**src/hdl/assert_macros.svh**
```systemverilog
`ifndef ASSERT_MACROS_SVH
`define ASSERT_MACROS_SVH

// implication or plain property on the block clock, off while reset is low
`define CHK_PROP(label, prop, msg) \
    label: assert property (@(posedge clk) disable iff (!rst_n) prop) else $error(msg);

// condition that must never be seen on the block clock
`define CHK_NEVER(label, expr, msg) \
    label: assert property (@(posedge clk) disable iff (!rst_n) !(expr)) else $error(msg);

`endif

```
**src/hdl/mp2a_pkg.sv**
```systemverilog
`default_nettype none

package mp2a_pkg;

    localparam int MAX_WIDTH    = 1024;
    localparam int MAX_WINDOW   = 8;
    localparam int SAMPLE_BITS  = 16;
    localparam int HEIGHT_LIMIT = 1024;

    // register field widths
    localparam int WS_REG_W   = 4;
    localparam int STEP_REG_W = 4;
    localparam int DIM_REG_W  = 11;
    localparam int CFG_DATA_W = 11;
    localparam int CFG_IDX_W  = 2;

    // result field widths
    localparam int ARG_W     = 6;
    localparam int OUT_POS_W = 10;

    // internal widths
    localparam int COL_W       = $clog2(MAX_WIDTH);
    localparam int CNTC_W      = $clog2(MAX_WIDTH + 16);
    localparam int CSUM_W      = CNTC_W + 1;
    localparam int ROW_W       = $clog2(HEIGHT_LIMIT);
    localparam int ROWN_W      = $clog2(HEIGHT_LIMIT + 16);
    localparam int RSUM_W      = ROWN_W + 1;
    localparam int WIN_W       = $clog2(MAX_WINDOW + 1);
    localparam int SLOT_W      = $clog2(MAX_WINDOW);
    localparam int SLOT_SUM_W  = $clog2(2 * MAX_WINDOW);
    localparam int IDX_W       = $clog2(MAX_WINDOW * MAX_WINDOW);
    localparam int RAM_DEPTH   = MAX_WINDOW * MAX_WIDTH;
    localparam int ADDR_W      = $clog2(RAM_DEPTH);

    typedef logic signed [SAMPLE_BITS-1:0] sample_t;

    typedef enum logic [CFG_IDX_W-1:0] {
        REG_WINDOW = 2'd0,
        REG_STEP   = 2'd1,
        REG_WIDTH  = 2'd2,
        REG_HEIGHT = 2'd3
    } reg_idx_t;

    typedef struct packed {
        logic clear;
        logic take;
    } cmp_ctl_t;

    function automatic logic [WIN_W-1:0] eff_ws(input logic [WS_REG_W-1:0] v);
        logic [WIN_W-1:0] r;
        if (v == '0)
            r = WIN_W'(1);
        else if (int'(v) > MAX_WINDOW)
            r = WIN_W'(MAX_WINDOW);
        else
            r = WIN_W'(v);
        return r;
    endfunction

    function automatic logic [STEP_REG_W-1:0] eff_step(input logic [STEP_REG_W-1:0] v);
        return (v == '0) ? STEP_REG_W'(1) : v;
    endfunction

    function automatic logic [CNTC_W-1:0] eff_w(input logic [DIM_REG_W-1:0] v);
        logic [CNTC_W-1:0] r;
        if (v == '0)
            r = CNTC_W'(1);
        else if (int'(v) > MAX_WIDTH)
            r = CNTC_W'(MAX_WIDTH);
        else
            r = CNTC_W'(v);
        return r;
    endfunction

    function automatic logic [ROWN_W-1:0] eff_h(input logic [DIM_REG_W-1:0] v);
        logic [ROWN_W-1:0] r;
        if (v == '0)
            r = ROWN_W'(1);
        else if (int'(v) > HEIGHT_LIMIT)
            r = ROWN_W'(HEIGHT_LIMIT);
        else
            r = ROWN_W'(v);
        return r;
    endfunction

    function automatic logic [SLOT_W-1:0] slot_inc(input logic [SLOT_W-1:0] s);
        return (s == SLOT_W'(MAX_WINDOW - 1)) ? '0 : s + SLOT_W'(1);
    endfunction

    function automatic logic [ADDR_W-1:0] ram_addr(input logic [SLOT_W-1:0] s,
                                                   input logic [COL_W-1:0] c);
        return ADDR_W'(s) * ADDR_W'(MAX_WIDTH) + ADDR_W'(c);
    endfunction

endpackage

`default_nettype wire

```
**src/hdl/mp2a_cmp.sv**
```systemverilog
`default_nettype none

module mp2a_cmp (
    input  logic                         clk,
    input  logic                         rst_n,
    input  mp2a_pkg::cmp_ctl_t           ctl,
    input  mp2a_pkg::sample_t            value,
    input  logic [mp2a_pkg::IDX_W-1:0]   idx,
    output mp2a_pkg::sample_t            best,
    output logic [mp2a_pkg::IDX_W-1:0]   best_idx
);
    import mp2a_pkg::*;

    logic    first_reg;
    sample_t best_reg;
    logic [IDX_W-1:0] best_idx_reg;
    logic    upd;

    // strict greater-than keeps the earliest maximum on ties
    assign upd = ctl.take && (first_reg || (value > best_reg));

    always_ff @(posedge clk or negedge rst_n)
    begin
        if (!rst_n)
        begin
            first_reg <= 1'b1;
        end
        else if (ctl.clear)
        begin
            first_reg <= 1'b1;
        end
        else if (ctl.take)
        begin
            first_reg <= 1'b0;
        end
    end

    always_ff @(posedge clk)
    begin
        if (upd)
        begin
            best_reg     <= value;
            best_idx_reg <= idx;
        end
    end

    assign best     = best_reg;
    assign best_idx = best_idx_reg;

endmodule

`default_nettype wire

```
**config.mk**
```make
export PLATFORM = sky130hd
export DESIGN_NAME = mp2a_cmp
export DESIGN_NICKNAME = d
export VERILOG_FILES = /design/src/hdl/assert_macros.svh /design/src/hdl/mp2a_pkg.sv /design/src/hdl/mp2a_cmp.sv
export SDC_FILE = /design/constraint.sdc
export NUM_CORES = 1
export LEC_CHECK = 0
export BUFFER_PORTS_ARGS = -buffer_cell sky130_fd_sc_hd__buf_2
export CORE_ASPECT_RATIO = 1.25
export CORE_UTILIZATION = 50
export DETAILED_ROUTE_END_ITERATION = 12
export PLACE_DENSITY = 0.91
export SYNTH_ARGS = -nofsm -noshare
export SYNTH_HDL_FRONTEND = slang
export SYNTH_SLANG_ARGS = --single-unit
export TNS_END_PERCENT = 1
```
**constraint.sdc**
```tcl
create_clock -name clk -period 8.1 [get_ports clk]
set_input_delay 1.62 -clock clk [delete_from_list [all_inputs] [get_ports clk]]
set_output_delay 1.62 -clock clk [all_outputs]
set_load 0.1 [all_outputs]
```
==> results.json <==
{
  "portBuffers": 47,
  "synth.area.mux_share_pct": 0,
  "setup_tns_ps": 0,
  "ir_worst_vdd_uv": 151,
  "synth_cell_types": 18,
  "cts_inserted_buffers": 3,
  "netlist_area_um2": 1130,
  "dr.pass1.iters": 6,
  "synth.area.top_cells": "edfxtp_1, ha_1, inv_1",
  "grt_pass1_wl_mm": 3.26,
  "vias": 844,
  "instances_no_fill": 162,
  "power_leakage_nw": 0.717,
  "synthArstFlopShare_pct": 4.35,
  "slowest_stage": "nand3_1",
  "syn2layout_area_growth_pct": 26.6,
  "syn_avg_cell_area_um2": 13.9,
  "hold_buffers": 0,
  "yosysSeqAreaShare_pct": 60.9,
  "grt_pass1_vias": 791,
  "drtAntennaViolNets": 0,
  "p_per_area_nw_per_um2": 251,
  "die_h_um": 55.1,
  "synth-xor-area-share_pct": 0,
  "ys.flop_type": "edfxtp_1",
  "viasPerCell": 5.21,
  "critPathArrivalTime_ps": 4050,
  "crit_top_cell": "a221o_1",
  "rsz0062_at_grt": "false",
  "worst_setup_path_start_kind": "input pin",
  "register_area_um2": 687,
  "drt-initial-drc-count": 15,
  "slew_headroom_pct": 28.2,
  "nFillCells": 162,
  "path_cells": "buf_2 > ha_1 > a21o_1 > a221o_1 > a221o_1 > or3b_1 > nand3_1",
  "synth_top_area_cell": "edfxtp_1",
  "synth_edf_count": 22,
  "drv_cap": 0,
  "fin_skew_ps": 16.7,
  "fin_nets": 175,
  "drive_above_1_share_pct": 40.2,
  "multi_input_area_um2": 377,
  "yosys.area_share.simple_pct": 6.66,
  "placedCellCount": 158,
  "yosysTopAreaCellShare_pct": 58.6,
  "drc": 0,
  "clockBufferDepth": 2,
  "min_from": "first_reg$_DFFE_PN1P_",
  "cp-startpoint": "value[9]",
  "fmax_ghz": 0.243,
  "synth_top_family_by_area": "adder cells",
  "start_util_pct": 55.0,
  "cp_top_family": "simple AND/OR/NAND/NOR gates",
  "post_cts_buffers": 0,
  "min_period_over_period_pct": 50.7,
  "period_needed_ps": 4110,
  "timing.rr.start": "best[9]$_DFFE_PP_",
  "final_common_cell": "buf_2",
  "ys_ff_latch": 23,
  "die-area_um2": 2450,
  "final_max_slew_viol_count": 0,
  "worst_pin_slew_ps": 1070,
  "min_path_type": "flip-flop to flip-flop",
  "synth_compound_area_share_pct": 8.99,
  "cts_tree": "built",
  "diodes": 0,
  "clkLatencyLatePin_ps": 320,
  "synth-adder-area-share_pct": 17.8,
  "synth_nets": 123,
  "cts-root-buf": "clkbuf_4",
  "worstSetupEndpointType": "flip-flop",
  "syn_inst": 81,
  "core_um2": 2050,
  "antenna_found_initial": 0,
  "hold_viol": 0,
  "cp_max_fo": 22,
  "grtUsageTotal_pct": 18.8,
  "dpl.hpwl_mm": 1.79,
  "fp-row-count": 18,
  "cts_num_sinks": 23,
  "path_class": "input pin to flip-flop",
  "largest_register_ff_count": 16,
  "overflow": 0,
  "wl_per_cell_um": 13.7,
  "cp.buffers_inverters": 1,
  "place_congestion": 0.811,
  "layout_common_cells": "buf_2, edfxtp_1, inv_1",
  "critPathMaxStageDelay_ps": 760,
  "status": "finished clean",
  "routed_wl_mm": 2.22,
  "grt_max_degree": 23,
  "cp.required_ps": 8040,
  "h-tree-depth": 1,
  "io_pins": 48,
  "clk_pin_slew_ps": 140,
  "cts_resized": 0,
  "fin_hold_ws_ps": 559,
  "ys_warn_count": 0,
  "fp.dieW_um": 44.5,
  "setup_viol": 0
}
-- cell families (layout without fill, tap and decap cells) --
logic type	count (synthesis)	count (layout)
flops	23	23
buf+inv	17	68
fa+ha+maj	16	16
compound gates	13	13
simple gates	12	12
-- area by class of cell --
type | instances | share of cell area, %
Clock buffer | 3 | 1.58
Clock inverter | 1 | 0.351
Inverter | 17 | 4.47
Multi-Input combinational cell | 41 | 26.4
Sequential cell | 23 | 48.1
Tap cell | 30 | 2.63
Timing Repair Buffer | 47 | 16.5
-- where the power goes --
group	switching [mW]	leakage [nW]	internal (mW)
Sequential	0.00552	0.225	0.149
Combinational	0.123	0.474	0.0275
Clock	0.0355	0.0177	0.0185
-- Yosys cell counts, drive strengths merged (2+ instances only) --
| cell type | count |
|---|---|
| nand2 | 2 |
| ha | 16 |
| a21oi | 2 |
| nand3 | 4 |
| inv | 17 |
| edfxtp | 22 |
| a221o | 2 |
| a32oi | 2 |
| and4 | 2 |
| a21o | 4 |
-- worst paths after layout --
kind | depth (start not counted) | to | slack [ps]
setup / recovery | 7 | best[6]$_DFFE_PP_ | 3990
min in group asynchronous | 1 | first_reg$_DFFE_PN1P_ | 1200
setup reg to reg | 7 | best[6]$_DFFE_PP_ | 4990
hold reg to reg | 1 | first_reg$_DFFE_PN1P_ | 560
max in group asynchronous | 1 | first_reg$_DFFE_PN1P_ | 6880
hold / removal | 1 | first_reg$_DFFE_PN1P_ | 560
-- through the flow --
| stage | cell area, µm² | setup slack [ps] | total power [mW] | util [%] |
|---|---|---|---|---|
| global route | 1430 | 3860 | 0.372 | 69.7 |
| floorplan | 1130 | 4110 | 0.279 | - |
| global placement | 1400 | 3820 | 0.302 | 68.3 |
| CTS | 1430 | 4030 | 0.358 | 69.7 |
| finish | 1430 | 3990 | 0.358 | 69.7 |
| detailed placement | 1400 | 3680 | 0.307 | 68.3 |
-- layer usage --
metal / wire, µm / global-route usage (%) / vias up
met5: 0 / 0 / -
met4: 53 / 10.6 / 0
met3: 105 / 2.92 / 6
li1: - / - / 403
met2: 1150 / 33.6 / 40
met1: 911 / 21.4 / 395
Note: power is estimated with default switching activity, not from simulation.
